File: src/sv/ima4_pkg.sv
// shared constants, status type, step table and index adjust function for the ima4 block decoder
`timescale 1ns / 1ps

package ima4_pkg;

  localparam logic [5:0] BLOCK_BYTES  = 6'd34;
  localparam logic [6:0] FRAMES       = 7'd64;
  localparam logic [3:0] MAX_CHANNELS = 4'd2;
  localparam logic [6:0] MAX_INDEX    = 7'd88;
  localparam logic [5:0] POS_HDR_HI   = 6'd0;
  localparam logic [5:0] POS_HDR_LO   = 6'd1;
  localparam logic [5:0] POS_DATA     = 6'd2;
  localparam logic [1:0] CHAN_RESET   = 2'd1;

  typedef enum logic [1:0] {
    ST_OK          = 2'd0,
    ST_BAD_INDEX   = 2'd1,
    ST_BAD_CHANNEL = 2'd2
  } status_t;

  localparam logic [14:0] STEP_TABLE [89] = '{
    15'd7,     15'd8,     15'd9,     15'd10,    15'd11,    15'd12,    15'd13,
    15'd14,    15'd16,    15'd17,    15'd19,    15'd21,    15'd23,    15'd25,
    15'd28,    15'd31,    15'd34,    15'd37,    15'd41,    15'd45,    15'd50,
    15'd55,    15'd60,    15'd66,    15'd73,    15'd80,    15'd88,    15'd97,
    15'd107,   15'd118,   15'd130,   15'd143,   15'd157,   15'd173,   15'd190,
    15'd209,   15'd230,   15'd253,   15'd279,   15'd307,   15'd337,   15'd371,
    15'd408,   15'd449,   15'd494,   15'd544,   15'd598,   15'd658,   15'd724,
    15'd796,   15'd876,   15'd963,   15'd1060,  15'd1166,  15'd1282,  15'd1411,
    15'd1552,  15'd1707,  15'd1878,  15'd2066,  15'd2272,  15'd2499,  15'd2749,
    15'd3024,  15'd3327,  15'd3660,  15'd4026,  15'd4428,  15'd4871,  15'd5358,
    15'd5894,  15'd6484,  15'd7132,  15'd7845,  15'd8630,  15'd9493,  15'd10442,
    15'd11487, 15'd12635, 15'd13899, 15'd15289, 15'd16818, 15'd18500, 15'd20350,
    15'd22385, 15'd24623, 15'd27086, 15'd29794, 15'd32767
  };

  function automatic logic signed [4:0] index_adjust(input logic [2:0] mag);
    logic signed [4:0] adj;
    unique case (mag)
      3'd4:    adj = 5'sd2;
      3'd5:    adj = 5'sd4;
      3'd6:    adj = 5'sd6;
      3'd7:    adj = 5'sd8;
      default: adj = -5'sd1;
    endcase
    return adj;
  endfunction

endpackage

File: src/sv/ima4_nibble_dec.sv
// one adpcm code: step lookup, delta build, saturating predictor add, index clamp
`timescale 1ns / 1ps

module ima4_nibble_dec
  import ima4_pkg::*;
(
  input  logic signed [15:0] pred_in,
  input  logic        [6:0]  idx_in,
  input  logic        [3:0]  code,
  output logic signed [15:0] pred_out,
  output logic        [6:0]  idx_out
);

  logic        [6:0]  idx_c;
  logic        [14:0] step;
  logic        [16:0] delta;
  logic signed [17:0] p_sum;
  logic signed [7:0]  ni;

  always_comb begin
    idx_c = (idx_in > MAX_INDEX) ? MAX_INDEX : idx_in;
    step  = STEP_TABLE[idx_c];
    delta = {5'd0, step[14:3]};
    if (code[2]) delta = delta + {2'd0, step};
    if (code[1]) delta = delta + {3'd0, step[14:1]};
    if (code[0]) delta = delta + {4'd0, step[14:2]};
    if (code[3]) begin
      p_sum = {{2{pred_in[15]}}, pred_in} - $signed({1'b0, delta});
    end else begin
      p_sum = {{2{pred_in[15]}}, pred_in} + $signed({1'b0, delta});
    end
    if (p_sum < -18'sd32768) begin
      pred_out = -16'sd32768;
    end else if (p_sum > 18'sd32767) begin
      pred_out = 16'sd32767;
    end else begin
      pred_out = p_sum[15:0];
    end
    ni = $signed({1'b0, idx_c}) + 8'(index_adjust(code[2:0]));
    if (ni < 8'sd0) begin
      idx_out = 7'd0;
    end else if (ni > $signed({1'b0, MAX_INDEX})) begin
      idx_out = MAX_INDEX;
    end else begin
      idx_out = ni[6:0];
    end
  end

endmodule

File: src/sv/ima4_adpcm_block_decoder.sv
// top level of the ima4 adpcm block decoder
`timescale 1ns / 1ps

// Bytes of a 34-byte ima4 channel block enter one per transfer, tagged with
// channel and position. A byte waits in an input register and is worked off
// against the per-channel predictor and step index; samples leave through a
// registered output. A decoded data byte holds the input register while its
// two codes pass one per cycle, unless the output stalls, through a single decode
// adder, since the second code needs the predictor the first one leaves.
// A byte is taken while the previous result still waits at the output.
// Errors (step index above 88, channel at or above the configured count)
// give one result with last set and suppress the block's samples.
module ima4_adpcm_block_decoder
  import ima4_pkg::*;
(
  input  logic               clk,
  input  logic               rst,
  input  logic               cfg_valid,
  output logic               cfg_ready,
  input  logic [1:0]         cfg_data,
  input  logic               in_valid,
  output logic               in_stall,
  input  logic [7:0]         data_byte,
  input  logic               channel,
  input  logic [5:0]         byte_pos,
  output logic               out_valid,
  input  logic               out_stall,
  output logic signed [15:0] sample,
  output logic               channel_out,
  output logic [5:0]         frame_index,
  output logic               last,
  output logic [1:0]         status
);

  logic [1:0]         chan_count;
  logic signed [15:0] pred_store [2];
  logic [6:0]         idx_store [2];
  logic [7:0]         hdr_hi;
  logic               block_bad;

  logic               s1_valid;
  logic               s1_phase;
  logic [7:0]         s1_byte;
  logic               s1_ch;
  logic [5:0]         s1_pos;

  logic               accept;
  logic               out_free;
  logic               proceed;
  logic               emit;
  logic               finish;
  logic               ch_ok;
  logic [15:0]        hdr;
  logic [6:0]         hdr_idx;
  logic signed [15:0] hdr_pred;
  logic signed [16:0] diff;
  logic [6:0]         frame;
  logic [6:0]         frame_nxt;
  logic [3:0]         code;
  logic signed [15:0] pred_cur;
  logic [6:0]         idx_cur;
  logic signed [15:0] pred_dec;
  logic [6:0]         idx_dec;
  logic               st_wr;
  logic signed [15:0] st_pred;
  logic [6:0]         st_idx;
  logic               hdr_wr;
  logic               bad_wr;
  logic               bad_val;
  logic signed [15:0] res_sample;
  logic [5:0]         res_frame;
  logic               res_last;
  status_t            res_status;

  assign cfg_ready = 1'b1;

  assign pred_cur = pred_store[s1_ch];
  assign idx_cur  = idx_store[s1_ch];
  assign code     = s1_phase ? s1_byte[7:4] : s1_byte[3:0];

  ima4_nibble_dec u_dec (
    .pred_in  (pred_cur),
    .idx_in   (idx_cur),
    .code     (code),
    .pred_out (pred_dec),
    .idx_out  (idx_dec)
  );

  always_comb begin
    ch_ok      = ({1'b0, s1_ch} < chan_count) && ({3'd0, s1_ch} < MAX_CHANNELS);
    hdr        = {hdr_hi, s1_byte};
    hdr_idx    = hdr[6:0];
    hdr_pred   = {hdr[15:7], 7'd0};
    diff       = {hdr_pred[15], hdr_pred} - {pred_cur[15], pred_cur};
    frame      = {s1_pos - POS_DATA, s1_phase};
    frame_nxt  = frame + 7'd1;
    emit       = 1'b0;
    finish     = 1'b1;
    st_wr      = 1'b0;
    st_pred    = pred_dec;
    st_idx     = idx_dec;
    hdr_wr     = 1'b0;
    bad_wr     = 1'b0;
    bad_val    = 1'b0;
    res_sample = 16'sd0;
    res_frame  = 6'd0;
    res_last   = 1'b1;
    res_status = ST_OK;
    if (s1_pos >= BLOCK_BYTES) begin
      finish = 1'b1;
    end else if (s1_pos == POS_HDR_HI) begin
      hdr_wr = 1'b1;
    end else if (s1_pos == POS_HDR_LO) begin
      bad_wr = 1'b1;
      if (!ch_ok) begin
        bad_val    = 1'b1;
        emit       = 1'b1;
        res_status = ST_BAD_CHANNEL;
      end else if (hdr_idx > MAX_INDEX) begin
        bad_val    = 1'b1;
        emit       = 1'b1;
        res_status = ST_BAD_INDEX;
      end else if (hdr_idx != idx_cur || diff > 17'sd127 || diff < -17'sd127) begin
        st_wr   = 1'b1;
        st_pred = hdr_pred;
        st_idx  = hdr_idx;
      end
    end else if (ch_ok && !block_bad && frame < FRAMES) begin
      emit       = 1'b1;
      st_wr      = 1'b1;
      res_sample = pred_dec;
      res_frame  = frame[5:0];
      res_last   = (frame_nxt == FRAMES);
      finish     = s1_phase || (frame_nxt >= FRAMES);
    end
  end

  assign out_free = !out_valid || !out_stall;
  assign proceed  = !emit || out_free;
  assign in_stall = s1_valid && !(proceed && finish);
  assign accept   = in_valid && !in_stall;

  always_ff @(posedge clk) begin
    if (rst) begin
      chan_count <= CHAN_RESET;
    end else if (cfg_valid && cfg_ready) begin
      chan_count <= cfg_data;
    end
  end

  // input register
  always_ff @(posedge clk) begin
    if (rst) begin
      s1_valid <= 1'b0;
      s1_phase <= 1'b0;
    end else if (accept) begin
      s1_valid <= 1'b1;
      s1_phase <= 1'b0;
    end else if (s1_valid && proceed) begin
      s1_valid <= !finish;
      s1_phase <= !finish;
    end
  end

  always_ff @(posedge clk) begin
    if (accept) begin
      s1_byte <= data_byte;
      s1_ch   <= channel;
      s1_pos  <= byte_pos;
    end
  end

  // channel state
  always_ff @(posedge clk) begin
    if (rst) begin
      pred_store[0] <= 16'sd0;
      pred_store[1] <= 16'sd0;
      idx_store[0]  <= 7'd0;
      idx_store[1]  <= 7'd0;
      hdr_hi        <= 8'd0;
      block_bad     <= 1'b0;
    end else if (s1_valid && proceed) begin
      if (st_wr) begin
        pred_store[s1_ch] <= st_pred;
        idx_store[s1_ch]  <= st_idx;
      end
      if (hdr_wr) begin
        hdr_hi <= s1_byte;
      end
      if (bad_wr) begin
        block_bad <= bad_val;
      end
    end
  end

  // result register
  always_ff @(posedge clk) begin
    if (rst) begin
      out_valid <= 1'b0;
    end else if (s1_valid && emit && proceed) begin
      out_valid <= 1'b1;
    end else if (out_free) begin
      out_valid <= 1'b0;
    end
  end

  always_ff @(posedge clk) begin
    if (s1_valid && emit && proceed) begin
      sample      <= res_sample;
      channel_out <= s1_ch;
      frame_index <= res_frame;
      last        <= res_last;
      status      <= res_status;
    end
  end

`ifndef SYNTHESIS
  a_idx_range: assert property (@(posedge clk) disable iff (rst)
    idx_store[0] <= MAX_INDEX && idx_store[1] <= MAX_INDEX)
    else $error("step index store above range");

  a_error_last: assert property (@(posedge clk) disable iff (rst)
    out_valid && status != ST_OK |-> last && sample == 16'sd0 && frame_index == 6'd0)
    else $error("error result with wrong fields");

  a_second_nibble: assert property (@(posedge clk) disable iff (rst)
    s1_valid && s1_phase && !$past(s1_phase) |-> $past(s1_valid && proceed))
    else $error("second code without first");

  a_empty_takes: assert property (@(posedge clk) disable iff (rst)
    !s1_valid |-> !in_stall)
    else $error("stall with empty input register");

  a_emit_loads: assert property (@(posedge clk) disable iff (rst)
    s1_valid && emit && proceed |=> out_valid)
    else $error("result lost");
`endif

endmodule

File: config.mk
export PLATFORM = sky130hd
export DESIGN_NAME = ima4_adpcm_block_decoder
export DESIGN_NICKNAME = d
export VERILOG_FILES = /design/src/sv/ima4_pkg.sv /design/src/sv/ima4_nibble_dec.sv /design/src/sv/ima4_adpcm_block_decoder.sv
export SDC_FILE = /design/constraint.sdc
export NUM_CORES = 1
export LEC_CHECK = 0
export BUFFER_PORTS_ARGS = -buffer_cell sky130_fd_sc_hd__buf_2
export CELL_PAD_IN_SITES_DETAIL_PLACEMENT = 1
export CELL_PAD_IN_SITES_GLOBAL_PLACEMENT = 2
export CORE_ASPECT_RATIO = 1.4
export CORE_UTILIZATION = 39
export DETAILED_ROUTE_END_ITERATION = 12
export PLACE_DENSITY_LB_ADDON = 0.1
export SYNTH_ARGS = -nofsm -noshare
export SYNTH_HDL_FRONTEND = slang
export SYNTH_SLANG_ARGS = --single-unit
export TNS_END_PERCENT = 50
File: constraint.sdc
create_clock -name clk -period 14.1 [get_ports clk]
set_clock_uncertainty 0.15 [all_clocks]
set_input_delay 3.525 -clock clk [delete_from_list [all_inputs] [get_ports clk]]
set_output_delay 3.525 -clock clk [all_outputs]
set_load 0.03 [all_outputs]
## After elaboration in Yosys (flattened, before gate mapping)

Memory sizes are Yosys's and may differ from the RTL's. A register that Yosys moved wholly into a read port is not among the register bits.
Index checks and enable logic that the tools add are counted.

| storage, ports and cells | value |
|---|---|
| register bits after elaboration | 55 |
| memory bits (writable) | 46 |
| memory bits (read-only) | 1920 |
| input bits | 22 |
| output and inout bits | 29 |
| logic and storage cells | 151 |
| memories kept | 3 |

Memory list:

| name | words | width | read ports | clocked after Yosys merged registers in | write ports | line | RTL |
|---|---|---|---|---|---|---|---|
| (no name shown) | 128 | 15 | 1 | 0 | 0 | ima4_nibble_dec.sv:22 | `step = STEP_TABLE[idx_c];` |
| pred_store | 2 | 16 | 1 | 1 | 2 | ima4_adpcm_block_decoder.sv:36 | `logic signed [15:0] pred_store [2];` |
| idx_store | 2 | 7 | 1 | 1 | 2 | ima4_adpcm_block_decoder.sv:37 | `logic [6:0] idx_store [2];` |

| operators by class | value |
|---|---|
| add/sub/neg operators | 9 |
| magnitude comparators | 13 |
| eq/ne operators | 7 |
| muxes and demuxes | 69 |
| bitwise operators | 4 |
| reduce and logical (&&, ||, !) cells | 31 |

Operator list:

| operator | number |
|---|---|
| 16-bit 2-to-1 mux | 9 |
| 7-bit 2-to-1 mux | 10 |
| 17-bit 2-to-1 mux | 3 |
| 1-bit 2-to-1 mux | 41 |
| 15-bit 2-to-1 mux | 2 |
| 5-bit one-hot mux with 4 select lines | 1 |
| 18-bit by 17-bit adder with 18-bit output | 1 |
| 18-bit by 16-bit greater-than comparator with 1-bit output (second input constant) | 1 |
| 18-bit by 16-bit less-than comparator with 1-bit output (second input constant) | 1 |
| 18-bit 2-to-1 mux | 1 |
| 18-bit by 17-bit subtractor with 18-bit output | 1 |
| 17-bit by 13-bit adder with 17-bit output | 1 |
| 17-bit by 14-bit adder with 17-bit output | 1 |
| 17-bit by 8-bit greater-than comparator with 1-bit output (second input constant) | 1 |
| 17-bit by 8-bit less-than comparator with 1-bit output (second input constant) | 1 |
| 16-bit by 16-bit subtractor with 17-bit output | 1 |
| 12-bit by 15-bit adder with 16-bit output | 1 |
| 16-bit OR reduction | 1 |
| 7-bit greater-than comparator (second input constant) | 2 |
| 3-bit equality test (second input constant) | 4 |
| 8-bit by 5-bit adder with 8-bit output | 1 |
| 8-bit >= comparator (second input constant) | 1 |
| 8-bit greater-than comparator (second input constant) | 1 |
| 1-bit logical AND | 8 |
| other kinds (23) | 38 |

## Logic depth before layout (Yosys ltp)

Gate-level depths: netlist (run 1).

| depth | value |
|---|---|
| depth after elaboration | 24 |
| mapped depth | 53 |
| mapped depth without buffers | 50 |

## Modules after synthesis

Synthesis (run 1) repeated with hierarchy kept, for this count alone.

| unflattened totals | value |
|---|---|
| cells, all modules | 1479 |
| area, all modules | 12291.8 um2 |

Modules (own cells, without submodules):

| module | instances | cells each | area an instance (um2) | sequential area each (um2) |
|---|---|---|---|---|
| ima4_nibble_dec | 1 | 971 | 6761.5 | 0.0 |
| ima4_adpcm_block_decoder | 1 | 508 | 5530.3 | 2912.8 |

## Worst setup path before layout (run 1)

Ideal clock, no wire load.

| timing | value |
|---|---|
| path kind | reg2reg |
| from | memory idx_store[1][3] |
| to | register sample[1] (data pin) |
| library setup time | 146 ps |
| data arrival time | 10233 ps |
| data required time | 13804 ps |
| setup slack | 3571 ps |
| stages on the path, launching flop included | 49 |
| path buffers | 4 |
| period minus slack after synthesis | 10529 ps |
| cell sequence | edfxtp_1 clkbuf_1 and2_1 o211ai_1 clkbuf_1 nand2_1 inv_1 ha_1 clkbuf_1 nor3_1 o31ai_1 o211ai_1 a21oi_1 inv_1 ha_1 fa_1 a211oi_1 nor2_1 [13 not listed] xor2_1 nand2_1 o221ai_1 nor4_1 and3_1 a21oi_1 xor2_1 ha_1 and2_1 o21ai_0 o21ai_0 o41ai_1 a21oi_1 o21a_1 a311oi_1 nand2_1 buf_2 a21oi_1 |

RTL lines:

| item | line | RTL |
|---|---|---|
| start: declaration | ima4_adpcm_block_decoder.sv:37 |  |
| end signal: assignment | ima4_adpcm_block_decoder.sv:209 | `sample <= res_sample;` |
| end: declaration | ima4_adpcm_block_decoder.sv:28 | `output logic signed [15:0] sample,` |

==> results.cfg, run 1 <==
[cells_and_area]
layout-drive-gt1-share_pct = 9.155
final_area_um2 = 12190
diodes = 0
final_net_count = 1524
area_delta_synth_final_pct = 8.063
fillers = 3482
fin_cells = 1784

[clock_network]
clockBufferDepth = 2
clock-sinks = 102
insertion_delay_ns = 0.37
cts_root_buf = clkbuf_16
cts_buffers = 9
cts_tree = done
cts.clk_slew.worst_paths_ns = 0.08
cts_resized = 0
htreeDepth = 3
hold_buffers = 0
post_cts_buffers = 0

[yosys]
ys_ff_latch = 102
yosysTopAreaCellShare_pct = 23.16
synth_edf_count = 87
seq_area_frac_synth_pct = 25.82
syn_nets = 1506
syn_inst = 1386
synth-main-ff-cell = edfxtp_1
yosys_warnings = 0
synthTopCellsByArea = edfxtp_1 23%, ha_1 10%, a21oi_1 5.6%
yosysTopAreaCell = edfxtp_1
async_flop_share_pct = 0
synth_area_per_cell_um2 = 8.139
synth_cell_types = 89
syn_area_um2 = 11280

[route]
viasPerCell = 6.128
routed_wl_um = 41160
drc = 0
routed.top_layer = met4
first_pass_iters = 5
ant_nets = 0
wl_met3_um = 1132
drt-met1-wl_um = 17430
met2_length_um = 21090
initialDrtViolationCount = 603
vias = 10930
routedWlPerCell_um = 23.07

[power_and_ir_drop]
power.share.clock_pct = 13.3
power.switching_mw = 0.9534
p_leak_nw = 4.957
netSwitchingFraction_pct = 50.22
intPower_mw = 0.9450
power.density_nw_per_um2 = 155.7
irDropWorstVdd_uv = 115.1
seqPwrFrac_pct = 18.9
p_comb_share_pct = 67.8
design_power_total_mw = 1.898

[floorplan]
die_y_um = 203.2
num_rows = 73
die_area_um2 = 29620
ios = 51
coreArea_um2 = 28410
start_util_pct = 39.71
die_width_um = 145.7

[setup_path]
cp.arrival_ns = 13.01
worstPathRequired_ns = 14.05
rr_worst_depth = 48
reg2reg_slack_ns = 1.04
cp-start-kind = flop
r2r-end = pred_store[0][9]$_SDFFCE_PN0P_
critical_path.max_fanout = 40
critPathSlowestCell = dfxtp_4
cpMostUsedCell = a21oi_1
slowest_delay_ns = 0.62
cp-endpoint = pred_store[0][9]$_SDFFCE_PN0P_
endpoint_kind = flop
critPathKind = reg2reg

[placement]
gp_congestion = 0.9651
dpl_cell_area_um2 = 11860
port_buffers = 49
dp_hpwl_um = 32180
dp.cells = 1768

[timing]
holdWs_ns = 0.3398
slew_headroom_pct = 22.06
hold_viol = 0
period_share_pct = 92.64
worst_pin_slew_ns = 1.166
fin_setup_tns_ns = 0
min_period_ns = 13.06
max_freq_mhz = 76.56
rsz0062_at_grt = true
slew_viol_final = 0
setup-violations-final = 0

[global_route]
grt_pass1_vias = 11410
grt_pass1_wl_um = 65180
track_usage_pct = 28.18
grt_max_degree = 41
overflow = 0
grt_antenna_before_repair = 0

[worst_hold_path]
hold_class = reg2reg
worstHoldStart = chan_count[0]$_SDFFE_PP1P_

[run_status]
status = finished clean

[run]
maxCapViolations = 0
## cell families (layout without fill, tap and decap cells)
logic type / Yosys count / after routing / synth area share, %
AO/OA/AOI/OAI: 471 / 471 / 27.54
XOR/XNOR: 83 / 83 / 6.511
adder cells (fa/ha/maj): 98 / 98 / 11.20
buffers and inverters: 129 / 152 / 4.769
flip-flops: 102 / 102 / 25.82
multiplexers: 58 / 58 / 5.357
other: 1 / 1 / 0.03324
AND/OR/NAND/NOR: 444 / 444 / 18.77
## worst min path at each step
stage / end / cells past startpoint
floorplan: chan_count[0]$_SDFFE_PP1P_ / 2
global placement: chan_count[0]$_SDFFE_PP1P_ / 2
detailed placement: chan_count[0]$_SDFFE_PP1P_ / 2
CTS: chan_count[0]$_SDFFE_PP1P_ / 2
global route: chan_count[0]$_SDFFE_PP1P_ / 2
finish: chan_count[0]$_SDFFE_PP1P_ / 2
## layer usage
layer	track usage (%)	up-vias
li1	-	5230
met3	2.125	85
met2	51.50	243
met4	11.69	0
met1	33.87	5375
met5	0	-
## through the flow
step                      util (%)  setup WS [ns]
after global routing         42.92       -0.06236
after global placement       41.76          1.189
after floorplan                  -          3.571
after CTS                    42.80         0.6145
after detailed placement     41.76         0.6638
final                        42.92          1.038
## cells in the final DEF (no fill, tap or decap), drive strengths merged, types with 45 or more instances in the layout
master    n
xnor2    56
inv      73
edfxtp   87
ha       93
o21ai   102
a21oi   127
mux2i    45
nor2    137
buf      68
nand2   122
## sequential cells by signal, indices dropped and copies added, names as in the netlist, named ones only
signal,cells
s1_byte,8
s1_pos,6
idx_store,14
out_valid,1
frame_index,6
channel_out,1
chan_count,2
hdr_hi,8
sample,16
s1_valid,1
s1_phase,1
last,1
block_bad,1
s1_ch,1
status,2
pred_store,32
## worst max-delay path: cells and delay by family (launching register included)
kind                       cells  cell delay, ns
muxes                          1            0.25
AOI/OAI and AO/OA             24            5.51
DFF                            1            0.62
and+or+nand+nor               10            2.40
xor gates and xnor gates       2            0.34
adders and majority gates      5            2.00
buffers and inverters          6            1.46
## synth_stat cells (all sizes together), types with 5 or more instances
cell type and n:
a21boi 7, a21o 29, nand4 11, and3 13
o32a 6, xnor2 56, dfxtp 15, nor3 41
nand4b 5, a211oi 22, nand2b 14, mux2i 45
o32ai 10, buf 25, a31o 5, nor2b 16
o21ai 102, and2 11, a21oi 127, o211ai 17
nand3 26, fa 5, o22ai 7, o31ai 10
a31oi 19, xor2 27, ha 93, mux2 13
o21bai 11, a211o 6, a22o 8, nand2 122
nor4 15, o221ai 9, o311ai 7, inv 68
o2111ai 6, edfxtp 87, or3 10, o21a 25
nor2 137, clkbuf 36
## area by class of cell
| type | instances | area, µm² | share of cell area [%] |
|---|---|---|---|
| tap | 375 | 469.2 | 3.849 |
| timing repair buffer | 68 | 387.9 | 3.182 |
| sequential | 102 | 2917 | 23.92 |
| clock buffer | 9 | 225.2 | 1.847 |
| inverter | 68 | 255.2 | 2.094 |
| multi-input combinational | 1155 | 7864 | 64.51 |
| clock inverter | 7 | 72.57 | 0.5953 |
## power groups by stage
| stage | logic [mW] | registers (mW) | clock network [mW] |
|---|---|---|---|
| finish | 1.29 | 0.358 | 0.253 |
| global route | 1.42 | 0.360 | 0.266 |
| CTS | 1.28 | 0.358 | 0.257 |
| detailed placement | 1.27 | 0.365 | 0 |
| global placement | 1.26 | 0.365 | 0 |
| floorplan | 0.928 | 0.362 | 0 |
Power figures use the tool's default switching activity.
==> inputs of run 2 (changes only) <==
--- a/config.mk
+++ b/config.mk
@@ -5,14 +5,14 @@
 export SDC_FILE = /design/constraint.sdc
 export NUM_CORES = 1
 export LEC_CHECK = 0
-export BUFFER_PORTS_ARGS = -buffer_cell sky130_fd_sc_hd__buf_2
 export CELL_PAD_IN_SITES_DETAIL_PLACEMENT = 1
 export CELL_PAD_IN_SITES_GLOBAL_PLACEMENT = 2
 export CORE_ASPECT_RATIO = 1.4
-export CORE_UTILIZATION = 39
+export CORE_UTILIZATION = 40
 export DETAILED_ROUTE_END_ITERATION = 12
+export DONT_BUFFER_PORTS = 1
 export PLACE_DENSITY_LB_ADDON = 0.1
 export SYNTH_ARGS = -nofsm -noshare
 export SYNTH_HDL_FRONTEND = slang
 export SYNTH_SLANG_ARGS = --single-unit
-export TNS_END_PERCENT = 50
+export TNS_END_PERCENT = 100
==> run 2 against run 1 <==
Against the previous run: critical path depth stayed put; register-to-register slack better by 0.05 ns; wire length down 2.0%; count of clock-buffer cells in the layout did not move; power fell by 0.80%; combinational power barely moved; worst setup slack better by 0.047 ns; die area is 2.5% lower; clock power barely moved; non-clock buffer count shrank 48; global-route usage rose by 0.49 points; critical endpoint is now pred_store[1][1]$_SDFFCE_PN0P_; largest power group unchanged; highest routed layer unchanged.
==> results.cfg, run 2 (same netlist as run 1, synthesis figures left out) <==
[global_route]
overflow = 0
track_usage_pct = 28.67
grt_pass1_wl_um = 63620
grt_pass1_vias = 11200
grt_antenna_before_repair = 0
grt_max_degree = 49

[route]
routedWlPerCell_um = 23.30
routed_wl_um = 40330
first_pass_iters = 5
ant_nets = 0
vias = 10850
drc = 0
viasPerCell = 6.268
initialDrtViolationCount = 600

[setup_path]
cpMostUsedCell = a21oi_1
critPathKind = reg2reg
cp.arrival_ns = 13.06
critPathSlowestCell = xor2_2
r2r-end = pred_store[1][1]$_SDFFCE_PN0P_
cp-endpoint = pred_store[1][1]$_SDFFCE_PN0P_
cp-start-kind = flop
timing.critical_path.buf_inv = 5
cp.depth = 48
endpoint_kind = flop
reg2reg_slack_ns = 1.08
worstPathRequired_ns = 14.15
rr_worst_depth = 48
critical_path.max_fanout = 19
cp_top_family = compound AO/OA/AOI/OAI gates
slowest_delay_ns = 0.71

[timing]
slew_viol_final = 0
min_period_ns = 13.02
fin_setup_tns_ns = 0
worst_pin_slew_ns = 1.161
fin_ws_ns = 1.084
slew_headroom_pct = 22.38
rsz0062_at_grt = true
max_freq_mhz = 76.83
period_share_pct = 92.31
setup-violations-final = 0
hold_viol = 0

[power_and_ir_drop]
irDropWorstVdd_uv = 107.6
netSwitchingFraction_pct = 49.94
power.density_nw_per_um2 = 157.8
power.share.clock_pct = 13.6
intPower_mw = 0.9427
power.switching_mw = 0.9403
p_leak_nw = 4.779
p_comb_share_pct = 67.2
seqPwrFrac_pct = 19.3

[cells_and_area]
layout_common_cells = 135 x nor2_1, 127 x a21oi_1, 120 x nand2_1
regMostFlops = pred_store
layout-drive-gt1-share_pct = 5.878
area_delta_synth_final_pct = 5.801
top_regs = pred_store: 32 flops, sample: 16 flops, idx_store: 14 flops
fillers = 3352
largest_reg_flops = 32
fin_cells = 1731
final_common_cell = nor2_1
final_net_count = 1476
diodes = 0

[placement]
dp_hpwl_um = 31540
post-place-ws_ns = 1.077
dp.cells = 1715
port_buffers = 0
gp_congestion = 1.032

[clock_network]
clock-sinks = 102
htreeDepth = 3
insertion_delay_ns = 0.36
cts.clk_slew.worst_paths_ns = 0.08
cts_root_buf = clkbuf_16
cts_tree = done
clockBufferDepth = 2
cts_buffers = 9

[floorplan]
start_util_pct = 40.79
die_area_um2 = 28890
die_width_um = 143.9
die_y_um = 200.7
ios = 51
num_rows = 72
coreArea_um2 = 27660

[run_status]
status = finished clean

[worst_hold_path]
worstHoldStart = chan_count[0]$_SDFFE_PP1P_
hold_class = reg2reg

[run]
maxCapViolations = 0
-- run 2: worst min-delay path, delay by kind of cell, from the launching register on --
family | cells | cell delay [ns]
flip-flops | 1 | 0.35
multiplexers | 1 | 0.07
AND/OR/NAND/NOR | 1 | 0.06
-- run 2: repair_timing --
| item | in CTS | in global routing |
|---|---|---|
| endpoints found under the setup margin | 0 | 22 |
| hold buffers | 0 | 0 |
| setup buffers | 0 | 0 |
| resized for setup | 0 | 2 |
-- run 2: power groups by stage --
stage | clock (mW) | combinational, mW | sequential (mW)
after global placement | 0 | 1.24 | 0.369
after global routing | 0.271 | 1.40 | 0.365
final | 0.255 | 1.27 | 0.363
after floorplan | 0 | 0.928 | 0.362
after CTS | 0.260 | 1.26 | 0.363
after detailed placement | 0 | 1.25 | 0.369
-- run 2: metrics by stage --
stage	utilization, %	cell area, µm²	power (mW)	hold WS [ns]
floorplan	-	11280	1.290	0.2909
global placement	42.01	11620	1.611	0.3182
detailed placement	42.01	11620	1.617	0.3447
CTS	43.12	11930	1.882	0.3611
global route	43.16	11940	2.037	0.4009
finish	43.16	11940	1.883	0.3594
-- run 2: worst min-delay path by stage --
stage | end | slack, ns | cells after the start
after global routing | chan_count[0]$_SDFFE_PP1P_ | 0.40 | 2
after floorplan | chan_count[0]$_SDFFE_PP1P_ | 0.29 | 2
final | chan_count[0]$_SDFFE_PP1P_ | 0.36 | 2
after detailed placement | chan_count[0]$_SDFFE_PP1P_ | 0.34 | 2
after global placement | chan_count[0]$_SDFFE_PP1P_ | 0.32 | 2
after CTS | chan_count[0]$_SDFFE_PP1P_ | 0.36 | 2
-- run 2: area by class of cell --
type                       count  area, µm²  share of cell area, %
tap                          370      462.9                  3.879
inverter                      68      255.2                  2.139
sequential                   102       2914                  24.42
clock buffer                   9      225.2                  1.887
clock inverter                 7      83.83                 0.7024
multi-input combinational   1155       7844                  65.72
timing repair buffer          20      150.1                  1.258
-- run 2: metal layers --
metal  vias up  wire, µm  global-route usage (%)
met5         -         0                       0
met2       288     20440                   50.67
met1      5325     16740                   34.97
li1       5132         -                       -
met3       105      1310                   2.028
met4         0      1841                   12.96
==> inputs of run 3 (changes only) <==
--- a/config.mk
+++ b/config.mk
@@ -7,7 +7,6 @@
 export LEC_CHECK = 0
 export CELL_PAD_IN_SITES_DETAIL_PLACEMENT = 1
 export CELL_PAD_IN_SITES_GLOBAL_PLACEMENT = 2
-export CORE_ASPECT_RATIO = 1.4
 export CORE_UTILIZATION = 40
 export DETAILED_ROUTE_END_ITERATION = 12
 export DONT_BUFFER_PORTS = 1
==> run 3 against run 2 <==
Against the previous run: combinational power barely moved; fmax is 0.81% higher; clock power is 4% lower; flip-flop and latch count unchanged; largest power group unchanged; design area barely moved; count of clock-buffer cells in the layout up 2; sequential share of layout area is essentially flat; sequential power is essentially flat; non-clock buffer count shrank 1; wire length shrank 2.6%; die area about the same.
==> results.cfg, run 3 (same netlist as run 1, synthesis figures left out) <==
[clock_network]
post_cts_buffers = 0
htreeDepth = 3
cts_resized = 0
cts_buffers = 9
insertion_delay_ns = 0.36
clock-sinks = 102
hold_buffers = 0
clockBufferDepth = 2
cts_root_buf = clkbuf_16
cts_tree = done
cts.clk_slew.worst_paths_ns = 0.07

[cells_and_area]
layout-drive-gt1-share_pct = 5.735
top_regs = pred_store: 32 flops, sample: 16 flops, idx_store: 14 flops
fillers = 3418
regMostFlops = pred_store
largest_reg_flops = 32
fin_cells = 1738
diodes = 0
final_net_count = 1475
fin_util_pct = 42.93
final_common_cell = nor2_1
layout_common_cells = 135 x nor2_1, 127 x a21oi_1, 120 x nand2_1
area_delta_synth_final_pct = 5.734

[setup_path]
critPathKind = reg2reg
critical_path.max_fanout = 44
timing.critical_path.buf_inv = 4
critPathSlowestCell = o21ai_1
cp.arrival_ns = 12.83
cp-start-kind = flop
cp_top_family = compound AO/OA/AOI/OAI gates
endpoint_kind = flop
slowest_delay_ns = 0.90
worstPathRequired_ns = 14.02

[power_and_ir_drop]
irDropWorstVdd_uv = 94.56
design_power_total_mw = 1.870
p_leak_nw = 4.773
power.density_nw_per_um2 = 156.7

[floorplan]
die_y_um = 169.9
coreArea_um2 = 27780
ios = 51
die_width_um = 169.9
num_rows = 61
die_area_um2 = 28880
start_util_pct = 40.61

[route]
routedWlPerCell_um = 22.60
ant_nets = 0
routed.top_layer = met4
first_pass_iters = 5
drc = 0
drt-met1-wl_um = 18480
wl_met3_um = 1474
vias = 10670
routed_wl_um = 39270
initialDrtViolationCount = 613
viasPerCell = 6.142
met2_length_um = 18300

[timing]
min_period_ns = 12.91
period_share_pct = 91.57
slew_viol_final = 0
rsz0062_at_grt = true
slew_headroom_pct = 21.84
worst_pin_slew_ns = 1.170
max_freq_mhz = 77.45
fin_ws_ns = 1.188
hold_viol = 0
setup-violations-final = 0
fin_setup_tns_ns = 0

[placement]
gp_congestion = 0.9312
dp.cells = 1722
post-place-ws_ns = 1.159
dp_hpwl_um = 30720
port_buffers = 0

[global_route]
track_usage_pct = 27.44
overflow = 0
grt_pass1_vias = 10630
grt_max_degree = 45
grt_pass1_wl_um = 61210
grt_antenna_before_repair = 0

[worst_hold_path]
hold_class = reg2reg

[run_status]
status = finished clean

[run]
maxCapViolations = 0
run 3: final cells by class:
cell class	instances	area, µm²	area share [%]
Timing Repair Buffer	19	142.6	1.196
Multi-Input combinational cell	1155	7839	65.72
Sequential cell	102	2914	24.43
Clock inverter	5	51.30	0.4301
Tap cell	378	473.0	3.965
Clock buffer	11	252.7	2.119
Inverter	68	255.2	2.140
run 3: report_power, final:
| group | total (mW) | internal, mW | switching, mW |
|---|---|---|---|
| combinational | 1.26 | 0.470 | 0.790 |
| sequential | 0.363 | 0.344 | 0.0192 |
| clock | 0.246 | 0.133 | 0.113 |
| total | 1.87 | 0.947 | 0.923 |
run 3: path summary, 6_finish.rpt:
kind / startpoint / endpoint / slack [ns] / cells after the start
max: flop / pred_store[0][7]$_SDFFCE_PN0P_ / 1.19 / 45
max reg2reg: flop / pred_store[0][7]$_SDFFCE_PN0P_ / 1.19 / 45
min reg2reg: chan_count[0]$_SDFFE_PP1P_ / chan_count[0]$_SDFFE_PP1P_ / 0.33 / 2
min: chan_count[0]$_SDFFE_PP1P_ / chan_count[0]$_SDFFE_PP1P_ / 0.33 / 2
run 3: worst reg2reg max path: cells and delay by family (launching register included):
kind | cells | cell delay [ns]
buf+inv | 4 | 1.22
fa+ha+maj | 5 | 2.13
simple gates | 10 | 2.35
mux | 1 | 0.45
flops | 1 | 0.51
compound gates | 23 | 5.47
xor+xnor | 2 | 0.33
run 3: per-stage QoR:
| stage | hold slack [ns] | area (µm²) |
|---|---|---|
| 3_3_place_gp | 0.3152 | 11610 |
| 6_report | 0.3309 | 11930 |
| 4_1_cts | 0.3348 | 11920 |
| 2_1_floorplan | 0.2909 | 11280 |
| 3_5_place_dp | 0.3153 | 11610 |
| 5_1_grt | 0.3842 | 11930 |
run 3: per-layer routing:
layer  track usage, %  vias up
met5                0        -
met4            9.048        0
met3            2.023       59
met2            46.13      276
met1            37.17     5211
li1                 -     5128
